===== config.mk =====
export PLATFORM = sky130hd
export DESIGN_NAME = divider_reload_timer_serial_clock_core
export DESIGN_NICKNAME = d
export VERILOG_FILES = /design/src/hw/rtl/drtsc_pkg.sv /design/src/hw/rtl/drtsc_timer.sv /design/src/hw/rtl/drtsc_skid.sv /design/src/hw/rtl/divider_reload_timer_serial_clock_core.sv
export SDC_FILE = /design/constraint.sdc
export NUM_CORES = 1
export LEC_CHECK = 0
export ABC_AREA = 1
export ABC_CLOCK_PERIOD_IN_PS = 4300
export BUFFER_PORTS_ARGS = -buffer_cell sky130_fd_sc_hd__buf_2
export CAP_MARGIN = 20
export CORE_ASPECT_RATIO = 0.9
export CORE_MARGIN = 5
export CORE_UTILIZATION = 45
export CTS_BUF_LIST = sky130_fd_sc_hd__clkbuf_8
export CTS_CLUSTER_DIAMETER = 80
export CTS_CLUSTER_SIZE = 14
export DETAILED_ROUTE_END_ITERATION = 10
export PLACE_DENSITY = 0.71
export SETUP_SLACK_MARGIN = 0.15
export SYNTH_ARGS = -nofsm -noshare
export SYNTH_HDL_FRONTEND = slang
export SYNTH_SLANG_ARGS = --single-unit

===== constraint.sdc =====
create_clock -name aclk -period 4.3 [get_ports aclk]
set_input_delay 0.215 -clock aclk [delete_from_list [all_inputs] [get_ports aclk]]
set_output_delay 0.215 -clock aclk [all_outputs]
set_load 0.05 [all_outputs]

===== src/hw/rtl/drtsc_pkg.sv =====
`default_nettype none

package drtsc_pkg;

    // Kinds of input transaction, carried on the input tuser.
    typedef enum logic [1:0] {
        CMD_TICK  = 2'd0,
        CMD_WRITE = 2'd1,
        CMD_READ  = 2'd2,
        CMD_NOP   = 2'd3
    } cmd_t;

    // Register offsets within the timer's I/O window.
    localparam logic [3:0] OFF_SERIAL_CTRL = 4'd2;
    localparam logic [3:0] OFF_DIVIDER     = 4'd4;
    localparam logic [3:0] OFF_COUNTER     = 4'd5;
    localparam logic [3:0] OFF_MODULO      = 4'd6;
    localparam logic [3:0] OFF_CONTROL     = 4'd7;

    localparam logic [7:0] CONTROL_RESET      = 8'hF8;
    localparam logic [7:0] READ_UNMAPPED      = 8'hFF;
    localparam logic [7:0] COUNTER_TOP        = 8'hFF;
    localparam logic [7:0] RELOAD_BELOW       = 8'd5;
    localparam logic [9:0] SINGLE_CARRY_LIMIT = 10'h0FF;
    localparam logic [9:0] DOUBLE_CARRY_LIMIT = 10'h1FE;
    localparam int unsigned CONTROL_ENABLE_BIT = 2;
    localparam int unsigned SERIAL_START_BIT   = 7;

    // One input item.
    typedef struct packed {
        cmd_t       command;
        logic [3:0] reg_offset;
        logic [7:0] write_data;
        logic [2:0] mcycles;
    } item_t;

    // One result item, packed in output tdata order (read_data lowest).
    typedef struct packed {
        logic       serial_irq;
        logic       timer_irq;
        logic [7:0] read_data;
    } result_t;

    // Counter prescaler shift for each timer mode.
    function automatic logic [2:0] mode_shift(input logic [1:0] mode);
        logic [2:0] shift;
        case (mode)
            2'd0: shift = 3'd0;
            2'd1: shift = 3'd6;
            2'd2: shift = 3'd4;
            default: shift = 3'd2;
        endcase
        return shift;
    endfunction

endpackage

`default_nettype wire


===== src/hw/rtl/drtsc_timer.sv =====
`default_nettype none

module drtsc_timer
    import drtsc_pkg::*;
(
    input  wire logic    aclk,
    input  wire logic    aresetn,
    input  wire logic    item_valid,
    input  wire item_t   item,
    output result_t      result
);

    logic [7:0] divider_prescale_reg, divider_prescale_next;
    logic [7:0] divider_reg, divider_next;
    logic [7:0] counter_prescale_reg, counter_prescale_next;
    logic [7:0] counter_reg, counter_next;
    logic [7:0] counter_previous_reg, counter_previous_next;
    logic [7:0] modulo_reg, modulo_next;
    logic [7:0] control_byte_reg, control_byte_next;
    logic [7:0] serial_control_reg, serial_control_next;
    logic       serial_busy_reg, serial_busy_next;
    logic [3:0] serial_bump_count_reg, serial_bump_count_next;

    logic [8:0] div_sum;
    logic [9:0] cnt_step;
    logic [9:0] cnt_sum;
    logic [7:0] counter_bumped;

    // Adders for the two prescalers.
    assign div_sum  = {1'b0, divider_prescale_reg} + {4'b0, item.mcycles, 2'b00};
    assign cnt_step = {7'b0, item.mcycles} << mode_shift(control_byte_reg[1:0]);
    assign cnt_sum  = {2'b0, counter_prescale_reg} + cnt_step;
    assign counter_bumped = counter_reg + 8'(cnt_sum > SINGLE_CARRY_LIMIT)
                          + 8'(cnt_sum > DOUBLE_CARRY_LIMIT);

    // Next state and result for the transaction at the input.
    always_comb begin
        divider_prescale_next  = divider_prescale_reg;
        divider_next           = divider_reg;
        counter_prescale_next  = counter_prescale_reg;
        counter_next           = counter_reg;
        counter_previous_next  = counter_previous_reg;
        modulo_next            = modulo_reg;
        control_byte_next      = control_byte_reg;
        serial_control_next    = serial_control_reg;
        serial_busy_next       = serial_busy_reg;
        serial_bump_count_next = serial_bump_count_reg;
        result                 = '0;

        case (item.command)
            CMD_TICK: begin
                divider_prescale_next = div_sum[7:0];
                if (div_sum[8]) begin
                    divider_next = divider_reg + 8'd1;
                    if (serial_busy_reg) begin
                        serial_bump_count_next = serial_bump_count_reg + 4'd1;
                        // The transfer ends when the bump count wraps to zero.
                        if (serial_bump_count_next == 4'd0) begin
                            serial_control_next = serial_control_reg & 8'h7F;
                            serial_busy_next    = 1'b0;
                            result.serial_irq   = 1'b1;
                        end
                    end
                end
                if (control_byte_reg[CONTROL_ENABLE_BIT]) begin
                    counter_prescale_next = cnt_sum[7:0];
                    counter_next          = counter_bumped;
                    // Reload only when the counter passed through its top value.
                    if (counter_bumped < RELOAD_BELOW && counter_previous_reg == COUNTER_TOP) begin
                        counter_next     = modulo_reg;
                        result.timer_irq = 1'b1;
                    end
                    counter_previous_next = counter_next;
                end
            end
            CMD_WRITE: begin
                case (item.reg_offset)
                    OFF_SERIAL_CTRL: begin
                        serial_control_next = item.write_data;
                        if (item.write_data[SERIAL_START_BIT]) begin
                            serial_busy_next = 1'b1;
                        end
                    end
                    OFF_DIVIDER: divider_next      = 8'd0;
                    OFF_COUNTER: counter_next      = item.write_data;
                    OFF_MODULO:  modulo_next       = item.write_data;
                    OFF_CONTROL: control_byte_next = item.write_data;
                    default: ;
                endcase
            end
            CMD_READ: begin
                case (item.reg_offset)
                    OFF_SERIAL_CTRL: result.read_data = serial_control_reg;
                    OFF_DIVIDER:     result.read_data = divider_reg;
                    OFF_COUNTER:     result.read_data = counter_reg;
                    OFF_MODULO:      result.read_data = modulo_reg;
                    OFF_CONTROL:     result.read_data = control_byte_reg;
                    default:         result.read_data = READ_UNMAPPED;
                endcase
            end
            default: ;
        endcase
    end

    // State registers, updated on every accepted transaction.
    always_ff @(posedge aclk) begin
        if (!aresetn) begin
            divider_prescale_reg  <= 8'd0;
            divider_reg           <= 8'd0;
            counter_prescale_reg  <= 8'd0;
            counter_reg           <= 8'd0;
            counter_previous_reg  <= 8'd0;
            modulo_reg            <= 8'd0;
            control_byte_reg      <= CONTROL_RESET;
            serial_control_reg    <= 8'd0;
            serial_busy_reg       <= 1'b0;
            serial_bump_count_reg <= 4'd0;
        end else if (item_valid) begin
            divider_prescale_reg  <= divider_prescale_next;
            divider_reg           <= divider_next;
            counter_prescale_reg  <= counter_prescale_next;
            counter_reg           <= counter_next;
            counter_previous_reg  <= counter_previous_next;
            modulo_reg            <= modulo_next;
            control_byte_reg      <= control_byte_next;
            serial_control_reg    <= serial_control_next;
            serial_busy_reg       <= serial_busy_next;
            serial_bump_count_reg <= serial_bump_count_next;
        end
    end

    // A serial completion only comes from a busy transfer on its last bump.
    assert property (@(posedge aclk) disable iff (!aresetn)
        (item_valid && result.serial_irq) |-> (serial_busy_reg && serial_bump_count_reg == 4'hF))
        else $error("serial completion without a finishing transfer");

    // After a completion the transfer is idle and its start bit is clear.
    assert property (@(posedge aclk) disable iff (!aresetn)
        (item_valid && result.serial_irq) |=> (!serial_busy_reg && !serial_control_reg[7]))
        else $error("serial transfer still marked busy after completion");

    // A reload leaves the counter at the modulo value and records it.
    assert property (@(posedge aclk) disable iff (!aresetn)
        (item_valid && result.timer_irq) |=>
            (counter_reg == $past(modulo_reg) && counter_previous_reg == counter_reg))
        else $error("timer reload did not load the modulo value");

endmodule

`default_nettype wire


===== src/hw/rtl/drtsc_skid.sv =====
`default_nettype none

module drtsc_skid
    import drtsc_pkg::*;
(
    input  wire logic    aclk,
    input  wire logic    aresetn,
    input  wire logic    in_valid,
    output logic         in_ready,
    input  wire result_t in_data,
    output logic         out_valid,
    input  wire logic    out_ready,
    output result_t      out_data
);

    logic    out_valid_reg, out_valid_next;
    logic    skid_valid_reg, skid_valid_next;
    result_t out_data_reg, out_data_next;
    result_t skid_data_reg, skid_data_next;
    logic    out_load;

    // The input is open as long as the spare stage is empty.
    assign in_ready  = !skid_valid_reg;
    assign out_valid = out_valid_reg;
    assign out_data  = out_data_reg;
    assign out_load  = out_ready || !out_valid_reg;

    // Move results forward; park one in the spare stage on a stall.
    always_comb begin
        out_valid_next  = out_valid_reg;
        out_data_next   = out_data_reg;
        skid_valid_next = skid_valid_reg;
        skid_data_next  = skid_data_reg;
        if (out_load) begin
            if (skid_valid_reg) begin
                out_valid_next  = 1'b1;
                out_data_next   = skid_data_reg;
                skid_valid_next = 1'b0;
            end else begin
                out_valid_next = in_valid;
                out_data_next  = in_data;
            end
        end else if (in_valid && in_ready) begin
            skid_valid_next = 1'b1;
            skid_data_next  = in_data;
        end
    end

    // Control registers.
    always_ff @(posedge aclk) begin
        if (!aresetn) begin
            out_valid_reg  <= 1'b0;
            skid_valid_reg <= 1'b0;
        end else begin
            out_valid_reg  <= out_valid_next;
            skid_valid_reg <= skid_valid_next;
        end
    end

    // Payload registers.
    always_ff @(posedge aclk) begin
        out_data_reg  <= out_data_next;
        skid_data_reg <= skid_data_next;
    end

    // The spare stage only fills behind a waiting output.
    assert property (@(posedge aclk) disable iff (!aresetn)
        skid_valid_reg |-> out_valid_reg)
        else $error("spare stage holds a result while the output is empty");

    // A parked result goes out next once the output drains.
    assert property (@(posedge aclk) disable iff (!aresetn)
        (skid_valid_reg && out_ready) |=> (out_valid_reg && out_data_reg == $past(skid_data_reg)))
        else $error("parked result was not forwarded in order");

endmodule

`default_nettype wire


===== src/hw/rtl/divider_reload_timer_serial_clock_core.sv =====
// Each result is registered in the output buffer when its input transaction is accepted.
// Throughput: one transaction per cycle while s_tready is high; all work done on acceptance.
// A two-entry output buffer lets the input keep flowing while one result waits.
// Reset (aresetn low, synchronous) clears all timer state, sets control to 0xF8 and
// empties the output buffer.
`default_nettype none

module divider_reload_timer_serial_clock_core
    import drtsc_pkg::*;
(
    input  wire logic        aclk,
    input  wire logic        aresetn,
    input  wire logic        s_tvalid,
    output logic             s_tready,
    input  wire logic [15:0] s_tdata,  // reg_offset[3:0], write_data[11:4], mcycles[14:12]
    input  wire logic [1:0]  s_tuser,  // command[1:0]
    output logic             m_tvalid,
    input  wire logic        m_tready,
    output logic [15:0]      m_tdata   // read_data[7:0], timer_irq[8], serial_irq[9]
);

    item_t   item;
    result_t result;
    result_t out_result;
    logic    accept;

    // Unpack the input transaction.
    assign item.command    = cmd_t'(s_tuser);
    assign item.reg_offset = s_tdata[3:0];
    assign item.write_data = s_tdata[11:4];
    assign item.mcycles    = s_tdata[14:12];
    assign accept          = s_tvalid && s_tready;

    drtsc_timer u_timer (
        .aclk       (aclk),
        .aresetn    (aresetn),
        .item_valid (accept),
        .item       (item),
        .result     (result)
    );

    drtsc_skid u_skid (
        .aclk      (aclk),
        .aresetn   (aresetn),
        .in_valid  (s_tvalid),
        .in_ready  (s_tready),
        .in_data   (result),
        .out_valid (m_tvalid),
        .out_ready (m_tready),
        .out_data  (out_result)
    );

    // Pack the result transaction.
    assign m_tdata = {6'b0, out_result};

endmodule

`default_nettype wire

# ---- After elaboration in Yosys (flattened, before gate mapping)
# Cells that the tools add are included.
dict set report totals {
  in_bits 22
  ff_bits 91
}
dict set report classes {
  eq_ne 18
  bitwise_logic 3
  addsub 6
  mux 29
  n_lt_le_gt_ge 3
  n_reduce_logical 21
  shifts 1
}
# operator n
set op_table {}
lappend op_table {{2-to-1 mux 8 bit} 10}
lappend op_table {{case mux 8 bit (2 select lines)} 3}
lappend op_table {{case mux 8 bit (5 select lines)} 1}
lappend op_table {{adder 8 x 1 -> 8 bit} 2}
lappend op_table {{== test 4 x 3 -> 1 bit (second input constant)} 4}
lappend op_table {{AND reduction 4 bit} 4}
lappend op_table {{inequality test 2 x 1 -> 1 bit (second input constant)} 7}
lappend op_table {{2-to-1 mux 1 bit} 11}
lappend op_table {{adder 8 x 10 -> 10 bit} 1}
lappend op_table {{greater-than comparator 10 x 8 -> 1 bit (second input constant)} 1}
lappend op_table {{greater-than comparator 10 x 9 -> 1 bit (second input constant)} 1}
lappend op_table {{2-to-1 mux 10 bit} 1}
lappend op_table {{left shift 3 x 3 -> 10 bit} 1}
lappend op_table {{adder 8 x 5 -> 9 bit} 1}
lappend op_table {{case mux 3 bit (3 select lines)} 1}
lappend op_table {{AND reduction 3 bit} 3}
lappend op_table {{adder 8 x 1 -> 8 bit (second input constant)} 1}
lappend op_table {{== test 8 bit (second input constant)} 1}
lappend op_table {{< comparator 8 x 3 -> 1 bit (second input constant)} 1}
lappend op_table {{AND reduction 6 bit} 1}
lappend op_table {{AND reduction 5 bit} 1}
lappend op_table {{adder 4 x 1 -> 4 bit (second input constant)} 1}
lappend op_table {{== test 2 x 1 -> 1 bit (second input constant)} 2}
lappend op_table {{== test 2 bit (second input constant)} 2}
lappend op_table {{13 further kinds} 19}

# ---- Longest topological paths before layout
dict set report logic_depth {
  word_depth 13
  depth_mapped 30
  depth_no_buf 30
}

# ---- Modules after synthesis
# Synthesis repeated with hierarchy kept, for this count alone.
dict set report hier_totals {
  hier_cells 659
  area_unflattened_um2 4929.7
}
# module cells_per_inst seq_area_each_um2 n_inst area_each_um2
set by_module_without_submodules {}
lappend by_module_without_submodules {drtsc_timer 586 1341.3 1 4061.4}
lappend by_module_without_submodules {drtsc_skid 64 640.6 1 812.0}
lappend by_module_without_submodules {divider_reload_timer_serial_clock_core 9 0.0 1 56.3}

# ---- Worst setup path after synthesis
# OpenSTA, ideal clock, no wires.
dict set report synth_path {
  path_kind {register to register}
  startpoint {register u_timer.control_byte_reg[1]}
  endpoint {register u_timer.counter_previous_reg[1]}
  required_ns 4.191
  path_slack_ns 0.405
  setup_time_ns 0.109
  stages_incl_launch_ff 27
  period_less_slack_ns 3.895
  arrival_time_ns 3.786
  path_cell_list {dfxtp_1 -> inv_1 -> ha_1 -> inv_1 -> nor2_1 -> ha_1 -> fa_1 -> nand3_1 -> nand2_1 -> nand3_1 -> a21oi_1 -> o21ai_0 -> nand2_1 -> nand3_1 -> nand2_1 -> fa_1 -> ha_1 -> inv_1 -> nand2_1 -> nand3_1 -> nand4_2 -> nor2_8 -> nand4_1 -> nand2_1 -> nand2_1 -> nand2_1 -> inv_1}
}
dict set report synth_between {
  elab_chain_len 10
}
# element line_no
set synth_lines {}
lappend synth_lines {{start: declaration} drtsc_timer.sv:19} ;# logic [7:0] control_byte_reg, control_byte_next;
lappend synth_lines {{start signal: assignment} drtsc_timer.sv:125} ;# control_byte_reg <= control_byte_next;
lappend synth_lines {{== test 2 bit, or another cell as far along} drtsc_pkg.sv:47} ;# case (mode)
lappend synth_lines {{case mux 3 bit (3 select lines) *} drtsc_pkg.sv:47}
lappend synth_lines {{left shift 3 x 3 -> 10 bit *} drtsc_timer.sv:31} ;# assign cnt_step = {7'b0, item.mcycles} << mode_shift(control_byte_reg[1:0]);
lappend synth_lines {{adder 8 x 10 -> 10 bit *} drtsc_timer.sv:32} ;# assign cnt_sum = {2'b0, counter_prescale_reg} + cnt_step;
lappend synth_lines {{greater-than comparator 10 x 8 -> 1 bit} drtsc_timer.sv:33} ;# assign counter_bumped = counter_reg + 8'(cnt_sum > SINGLE_CARRY_LIMIT)
lappend synth_lines {{adder 8 x 1 -> 8 bit} drtsc_timer.sv:33}
lappend synth_lines {{adder 8 x 1 -> 8 bit *} drtsc_timer.sv:34} ;# + 8'(cnt_sum > DOUBLE_CARRY_LIMIT);
lappend synth_lines {{< comparator 8 x 3 -> 1 bit} drtsc_timer.sv:69} ;# if (counter_bumped < RELOAD_BELOW && counter_previous_reg == COUNTER_TOP) begin
lappend synth_lines {{logical AND 1 bit} drtsc_timer.sv:69}
lappend synth_lines {{2-to-1 mux 8 bit *} drtsc_timer.sv:69}
lappend synth_lines {{end signal: assignment} drtsc_timer.sv:123} ;# counter_previous_reg <= counter_previous_next;
lappend synth_lines {{end: declaration} drtsc_timer.sv:17} ;# logic [7:0] counter_previous_reg, counter_previous_next;
# Mark *: on every way between the ends. The rest lies on a longest branch, timed or not.
# A chain may end at the register's enable or synchronous reset.

# ---- Worst setup path after layout
dict set report layout_path {
  startpoint {register u_timer.control_byte_reg[1]}
  endpoint {register u_timer.counter_reg[0]}
}
dict set report layout_between {
  elab_chain_len 12
}
# element line_no
set layout_lines {}
lappend layout_lines {{== test 2 bit, or another cell as far along} drtsc_pkg.sv:47}
lappend layout_lines {{case mux 3 bit (3 select lines) *} drtsc_pkg.sv:47}
lappend layout_lines {{left shift 3 x 3 -> 10 bit *} drtsc_timer.sv:31}
lappend layout_lines {{adder 8 x 10 -> 10 bit *} drtsc_timer.sv:32}
lappend layout_lines {{greater-than comparator 10 x 8 -> 1 bit} drtsc_timer.sv:33}
lappend layout_lines {{adder 8 x 1 -> 8 bit} drtsc_timer.sv:33}
lappend layout_lines {{adder 8 x 1 -> 8 bit *} drtsc_timer.sv:34}
lappend layout_lines {{< comparator 8 x 3 -> 1 bit} drtsc_timer.sv:69}
lappend layout_lines {{logical AND 1 bit} drtsc_timer.sv:69}
lappend layout_lines {{2-to-1 mux 8 bit *} drtsc_timer.sv:69}
lappend layout_lines {{2-to-1 mux 8 bit *} drtsc_timer.sv:65} ;# if (control_byte_reg[CONTROL_ENABLE_BIT]) begin
lappend layout_lines {{case mux 8 bit (2 select lines) *} drtsc_timer.sv:50} ;# case (item.command)
lappend layout_lines {{end signal: assignment} drtsc_timer.sv:122} ;# counter_reg <= counter_next;
lappend layout_lines {{end: declaration} drtsc_timer.sv:16} ;# logic [7:0] counter_reg, counter_next;
# Mark *: on every way between the ends. The rest lies on a longest branch, timed or not. The select of a mux whose other input is x is not followed.

==> run_results.csv <==
group,metric,value,unit
run_status,status,"completed",
global_routing,antenna_found_initial,0,
sta,tightest_slew,0.807,ns
placed_design,dp.cells,862,
clock_tree,cts.clk_slew.worst_paths,0.10,ns
power,p_per_area,303,nW/um2
synth,yosysUniqueCellTypes,44,
sta,period_needed,4.11,ns
power,p_leak,2.52,nW
critical_path,reg2reg_depth,26,
critical_path,cp-end-kind,"flop",
route,final_antenna_net_count,0,
sta,final_hold_viol_count,0,
worst_hold_path,hp-start,"s_tdata[11]",
critical_path,r2r_start,"u_timer.control_byte_reg[1]",
global_routing,track_usage,18.8,%
placed_design,numPortBuffers,32,
cells_and_area,fillCellCount,1056,
floorplan,rows,36,
critical_path,cp.arrival,4.43,ns
worst_hold_path,min_path_type,"input pin to flop",
sta,skew,0.0123,ns
route,drt_iter0_drc,300,
critical_path,r2r_slack,0.19,ns
clock_tree,numCtsBuffers,9,
cells_and_area,final_common_cell,"nand2_1",
synth,ys_ff_latch,89,
sta,slew_headroom,46.2,%
route,drt-total-wl,12800,um
clock_tree,cts_root_buf,"clkbuf_8",
cells_and_area,syn2layout_area_growth,14.0,%
floorplan,fp.dieArea,13500,um2
cells_and_area,finalNonFillerCells,887,
clock_tree,ctsHoldBuffers,0,
global_routing,grt_pass1_wl,20600,um
global_routing,grt_start_max_net_pins,48,
sta,rsz0062_at_grt,"true",
worst_hold_path,hold_path_end,"u_timer.control_byte_reg[7]",
cells_and_area,design_area,5770,um2
critical_path,crit_type,"flop to flop",
sta,fmax,0.243,GHz
clock_tree,clock_sinks,89,
cells_and_area,drive_gt1_share,17.6,%
critical_path,cp.required,4.61,ns
run,maxCapViolCount,0,
floorplan,initial_core_util,46.4,%
synth,synth_edf_count,20,
clock_tree,cts_max_level,3,
synth,synth_cells,690,
route,drt_first_pass_iters,5,
synth,yosysSeqAreaShare,39.2,%
placed_design,finalWeightedCongestion,0.914,
placed_design,dp_hpwl,9240,um
synth,ys_warn_count,0,
route,drc,0,
floorplan,die_x,122,um
cells_and_area,final_cell_mix,"133 x nand2_1, 89 x inv_1, 70 x nor2_1, 67 x dfxtp_1, 51 x a21oi_1",
floorplan,die_y,111,um
clock_tree,cts_tree,"done",
sta,setup_viol_count_final,0,
global_routing,overflow,0,
route,routed-via-count,4702,
route,wl_per_cell,14.4,um
sta,final.setup.worst_slack,0.185,ns
synth,syn_avg_cell_area,7.33,um2
clock_tree,cts_buffer_depth,2,
placed_design,placed_area,5340,um2
critical_path,crit_path_start_kind,"flop",
global_routing,grt_pass1_vias,4306,
clock_tree,clkLatencyLatePin,0.38,ns
critical_path,cp_max_fo,7,
synth,async_reset_ff_share,0,%
cells_and_area,nets,771,
critical_path,r2r_end,"u_timer.counter_reg[0]",
cells_and_area,insertedDiodeCount,0,
floorplan,num_io_pins,40,
placed_design,post-place-ws,0.00132,ns
synth,synthFlopType,"dfxtp_1",
worst_hold_path,whs_path_depth,3,
sta,min_period_over_period,95.7,%
route,via_per_inst,5.30,
power,ir_drop,0.223,mV
synth,netlist_area,5060,um2
floorplan,core-area,10900,um2
sta,slew_violations,0,
-- worst max path at each step --
stage,to,cells past startpoint,startpoint
floorplan,u_timer.counter_previous_reg[1],26,u_timer.control_byte_reg[1]
CTS,u_timer.counter_reg[0],25,u_timer.control_byte_reg[1]
global route,u_timer.counter_reg[0],26,u_timer.control_byte_reg[1]
global placement,u_timer.counter_previous_reg[1],26,u_timer.control_byte_reg[1]
finish,u_timer.counter_reg[0],26,u_timer.control_byte_reg[1]
detailed placement,u_timer.counter_reg[0],25,u_timer.control_byte_reg[1]
-- report_power, final --
group	total (W)	leakage (nW)	switching [W]	internal, W
combinational	0.000202	1.64	0.000151	0.0000512
sequential	0.000885	0.768	0.0000116	0.000873
clock	0.000660	0.106	0.000328	0.000332
-- through the flow --
stage	power (W)	hold WS [ns]	util, %	setup TNS, ns
after floorplan	0.00105	0.345	-	0
after global placement	0.00109	0.447	49.0	0
after detailed placement	0.00110	0.452	49.0	0
after CTS	0.00175	0.119	51.4	0
after global routing	0.00182	0.120	52.9	-0.360
final	0.00175	0.117	52.9	0
-- cell families after synthesis --
family | Yosys count | share of synthesized area [%]
xor gates and xnor gates | 8 | 1.38
buffers and inverters | 123 | 9.84
adders and majority gates | 19 | 5.14
DFF | 89 | 39.2
AOI/OAI and AO/OA | 147 | 16.3
and+or+nand+nor | 303 | 28.1
other | 1 | 0.0741
-- synthesized netlist by cell type, drive strengths merged (9+ instances only) --
master	number	area, um2
nand3	35	210
nand4	16	106
buf	11	77.6
inv	101	379
nor3	17	95.1
edfxtp	20	601
clkbuf	9	33.8
o21ai	60	300
o211ai	9	67.6
ha	16	200
nor2	82	394
dfxtp	69	1380
nand2	147	579
a21oi	59	314
-- routing by layer --
| layer | GRT usage [%] | part of all wire, % | vias to the layer above |
|---|---|---|---|
| met2 | 29.4 | 46 | 161 |
| li1 | - | - | 2344 |
| met1 | 24.9 | 45 | 2161 |
| met4 | 7.24 | 3.3 | 0 |
| met5 | 0 | 0 | - |
| met3 | 4.50 | 6.1 | 36 |
-- worst max-delay path, stage by stage (launching register included) --
cell and delay, ns:
dfxtp_2 0.35, inv_1 0.05, ha_1 0.17, nor2_1 0.10, buf_4 0.15, nand2_1 0.07
o21ai_1 0.13, nor2_1 0.10, ha_4 0.25, a21oi_1 0.26, o211ai_1 0.20, buf_4 0.19
xnor2_1 0.18, nor2_1 0.09, nand3_1 0.08, nand2_1 0.08, fa_2 0.38, buf_4 0.16
nand2_2 0.11, nor2_8 0.05, nand3_1 0.13, nand2_4 0.11, nor2_4 0.20, nand3_4 0.13
nand2_2 0.10, nand3_2 0.08, a21oi_2 0.16
-- final cells by class --
type                    instances  area, um2  area share, %
multi-input cells             485       2750           47.6
flip-flops and latches         89       1980           34.4
inverters                     103        387           6.70
repair buffers                 42        235           4.08
well taps                     152        190           3.30
clock buffers                   9        124           2.15
clock inverters                 7        101           1.76
-- repair_timing --
| item | in CTS | in global routing |
|---|---|---|
| buffers inserted | 0 | 7 |
| pin swaps | 1 | 18 |
| endpoints found under the setup margin | 17 | 18 |
| gates cloned | 1 | 1 |
| resized for setup | 10 | 25 |
Power figures use the tool's default switching activity.
